==> config.mk <==
export PLATFORM = sky130hd
export DESIGN_NAME = msmh_mix
export DESIGN_NICKNAME = d
export VERILOG_FILES = /design/src/rtl/msmh_pkg.sv /design/src/rtl/msmh_mix.sv
export SDC_FILE = /design/constraint.sdc
export NUM_CORES = 2
export LEC_CHECK = 0
export ABC_AREA = 1
export BUFFER_PORTS_ARGS = -buffer_cell sky130_fd_sc_hd__buf_2
export CORE_MARGIN = 2
export CORE_UTILIZATION = 39
export DETAILED_ROUTE_END_ITERATION = 10
export SETUP_SLACK_MARGIN = 0.02
export SYNTH_ARGS = -nofsm -noshare
export SYNTH_HDL_FRONTEND = slang
export SYNTH_SLANG_ARGS = --single-unit
==> constraint.sdc <==
create_clock -name vclk -period 49.1
set_clock_uncertainty 0.2 [all_clocks]
set_input_delay 12.275 -clock vclk [all_inputs]
set_output_delay 12.275 -clock vclk [all_outputs]
set_load 0.02 [all_outputs]
==> src/rtl/msmh_pkg.sv <==
// Shared types, register map and reset constants for the multiply-shift-mix hash.
package msmh_pkg;

   localparam int unsigned CsrAddrWidth = 6;
   localparam int unsigned CsrDataWidth = 64;

   localparam logic [31:0] CoefAReset   = 32'd2561893793;
   localparam logic [31:0] CoefBReset   = 32'd1388747947;
   localparam logic [31:0] CoefCReset   = 32'd3077216833;
   localparam logic [31:0] CoefDReset   = 32'd3427609723;
   localparam logic [63:0] SeedLowReset  = 64'hC726_5595_564A_4447;
   localparam logic [63:0] SeedHighReset = 64'h128F_A608_E20C_241D;

   typedef enum logic [2:0] {
      REG_COEF_A    = 3'd0,
      REG_COEF_B    = 3'd1,
      REG_COEF_C    = 3'd2,
      REG_COEF_D    = 3'd3,
      REG_SEED_LOW  = 3'd4,
      REG_SEED_HIGH = 3'd5
   } reg_index_type;

   typedef struct packed {
      logic [31:0] a;
      logic [31:0] b;
      logic [31:0] c;
      logic [31:0] d;
   } coef_type;

   // Two 128-bit states, each as a low and a high 64-bit lane.
   typedef struct packed {
      logic [63:0] s1_lo;
      logic [63:0] s1_hi;
      logic [63:0] s2_lo;
      logic [63:0] s2_hi;
   } lanes_type;

endpackage

==> src/rtl/msmh_mix.sv <==
// One mix round: product subtract, lane spread, cross add and the shuffle steps.
module msmh_mix (
   input  msmh_pkg::lanes_type st,
   input  msmh_pkg::lanes_type prod,
   output msmh_pkg::lanes_type res
);

   function automatic logic [63:0] spread(input logic [63:0] x);
      logic [63:0] t;
      t = x ^ (x >> 29);
      t = t + (t << 16);
      t = t ^ (t >> 21);
      return t;
   endfunction

   logic [63:0] y1_lo, y1_hi, y2_lo, y2_hi;
   logic [63:0] c1_lo, c1_hi, c2_lo, c2_hi;
   logic [63:0] u1_lo, u1_hi, v2_lo, v2_hi;
   logic [63:0] w1_lo, w1_hi, x2_lo, x2_hi;
   logic [63:0] z1_lo, z1_hi;

   always_comb begin
      y1_lo = spread(st.s1_lo - prod.s1_lo);
      y1_hi = spread(st.s1_hi - prod.s1_hi);
      y2_lo = spread(st.s2_lo - prod.s2_lo);
      y2_hi = spread(st.s2_hi - prod.s2_hi);

      // The whole 128-bit state shifted left by one word is added lane by lane.
      c1_lo = y1_lo + {y1_lo[31:0], 32'd0};
      c1_hi = y1_hi + {y1_hi[31:0], y1_lo[63:32]};
      c2_lo = y2_lo + {y2_lo[31:0], 32'd0};
      c2_hi = y2_hi + {y2_hi[31:0], y2_lo[63:32]};

      u1_lo = c1_lo - c2_lo;
      u1_hi = c1_hi - c2_hi;
      // State two rotated right by one word.
      v2_lo = {c2_hi[31:0], c2_lo[63:32]} - u1_lo;
      v2_hi = {c2_lo[31:0], c2_hi[63:32]} - u1_hi;
      // State one with its words reordered to (2,3,1,0).
      w1_lo = u1_hi - v2_lo;
      w1_hi = {u1_lo[31:0], u1_lo[63:32]} - v2_hi;
      // State two rotated left by one word.
      x2_lo = {v2_lo[31:0], v2_hi[63:32]} - w1_lo;
      x2_hi = {v2_hi[31:0], v2_lo[63:32]} - w1_hi;
      // State one rotated left by one word.
      z1_lo = {w1_lo[31:0], w1_hi[63:32]} - x2_lo;
      z1_hi = {w1_hi[31:0], w1_lo[63:32]} - x2_hi;

      res.s1_lo = z1_lo;
      res.s1_hi = z1_hi;
      res.s2_lo = x2_lo;
      res.s2_hi = x2_hi;
   end

endmodule

==> metrics.txt <==
Syn. warnings 0; largest net degree at the start of global routing 10; worst setup path class in2out; cell taking the most area after synthesis ha_1; CORE AREA 181100 sq um; FF/Latch Area 0 sq um; top cell type's share of synthesized area 20.97%; Post-Syn Area 71290 sq um; routed vias/inst 5.750; HPWL after DPL 373900 um; Tightest Pin Transition 1.416 ns; worst endpoint data arrival time 35.16 ns; max cap viols 1; setup bufs post-CTS 0; crit path time final 47.63 ns; cell row count 156; register area share after synthesis 0%; die width 431.6 um; Post-Route WL 406600 um; Starting Density 39.36%; CP peak stage delay 1.12 ns; status complete, but fails checks; final hold vios 0; synth cell count leaders inv_1 (2265), nand2_1 (2170), a21oi_1 (1405); grt met3 use 8.488%; busiest layer in global routing met2; Area contributors post-synth ha_1 (21%), inv_1 (12%), xor2_1 (12%); Cells after Synth 11850; Slew Viols, Final 0; failing checks max-capacitance violations; Mapped Avg Cell Area 6.019 sq um; Layout Nets 14490; Remaining DRCs 0; most used cell, CP nand2_1; Final setup viols 0; M1 GR Usage 50.19%; HP Class in2out; most frequent cell after synthesis inv_1; Ports 768; Final period util 97.01%; PortBufs 768; grt met2 use 64.53%; RSZ-0062 raised after global routing false; total track usage 41.38%; WL/cell 27.01 um; Setup TNS 0 ns; initial antenna violation count 30; first-pass detailed-route iteration total 11; CP endpoint kind output port; Distinct cells, synth 74; first-pass GRT wire length 562200 um; synthesis-to-finish area growth 10.39%; Max Clk Rate 20.99 MHz; slew margin rel. 3.173%; fill cell count 19730; num sequential 0; Placer Congestion 1.113; Worst Path Required 36.62 ns; clkbuf count 0; total gr overflow 0; via count 86560; PostCTS Resize Cnt 0; Die Ht 431.6 um; DR iter-0 viols 8900; layout cell share with drive strength beyond 1 9.119%; CP Launch Type primary input; Mapped Nets 13660; Slowest-stage cell, CP xor2_1; number of global-route vias before repair 81160; post-route ant nets 0; Crit Path Max Fanout 6; die area 186200 sq um; hold_buf cts 0
layout make-up:
type	count	area (sq um)	area share [%]
Antenna cell	19	47.55	0.06041
Inverter	2289	8592	10.92
Multi-Input combinational cell	9542	62750	79.73
Tap cell	2370	2965	3.768
Timing Repair Buffer	835	4347	5.523
worst paths after layout:
path | start | slack (ns) | depth (start not counted) | endpoint
setup / recovery | st[66] | 1.47 | 110 | res[191]
hold / removal | prod[191] | 26.23 | 14 | res[127]
cells in the final DEF (no fill, tap or decap), types with 11 or more instances in the layout:
cell type,netlist,final
o21ai_0,502,502
nor3_1,95,95
fa_1,110,110
o21bai_1,72,72
inv_1,2265,2265
ha_1,1195,1195
a31oi_1,249,249
nand3_1,344,344
o311ai_0,13,13
nand3_2,16,16
a21boi_2,16,16
a21oi_1,1405,1405
o31ai_1,41,41
and3_1,11,11
inv_2,21,21
xor2_1,952,940
xor2_2,6,18
o2111ai_1,12,12
a211oi_1,29,29
a221oi_1,15,15
o21ai_2,66,66
o221ai_1,37,37
buf_2,4,768
nand2_1,2170,2170
xnor2_1,428,425
nand4_1,63,63
o211ai_1,36,36
o21ai_1,98,98
a21o_1,101,101
diode_2,0,19
buf_4,0,67
nand3b_1,14,14
o21a_1,75,75
a21boi_0,27,27
or2_2,15,15
nand2_2,66,66
nor4_1,26,26
a21boi_1,47,47
nor2_1,1061,1061
a21oi_2,34,34
critical path, delay by kind of cell:
family	cells	cell delay [ns]
xor+xnor	10	5.23
fa+ha+maj	10	3.87
compound gates	34	7.25
simple gates	39	4.82
buf+inv	17	1.69
through the flow:
stage / setup WS, ns / instances / hold WS [ns] / util, % / instance area [sq um]
after global placement: 2.017 / 15040 / 26.09 / 43.42 / 78650
after CTS: 2.146 / 15040 / 26.17 / 43.42 / 78650
final: 1.468 / 15060 / 26.23 / 43.45 / 78700
after floorplan: 8.390 / 11850 / 25.36 / - / 71290
after detailed placement: 2.187 / 15040 / 26.16 / 43.42 / 78650
after global routing: 0.1907 / 15040 / 26.30 / 43.43 / 78670
cells by family after synthesis:
kind of cell	count (synthesis)	synth area share, %
and+or+nand+nor	3917	22.54
xor gates and xnor gates	1392	17.24
adders and majority gates	1305	24.06
AOI/OAI and AO/OA	2928	24.01
buffers and inverters	2303	12.15
routing by layer:
layer	part of all wire, %	wire length [um]
met3	9.1	36900
met2	42	172300
met5	0.055	225
met1	40	160700
met4	9.0	36510
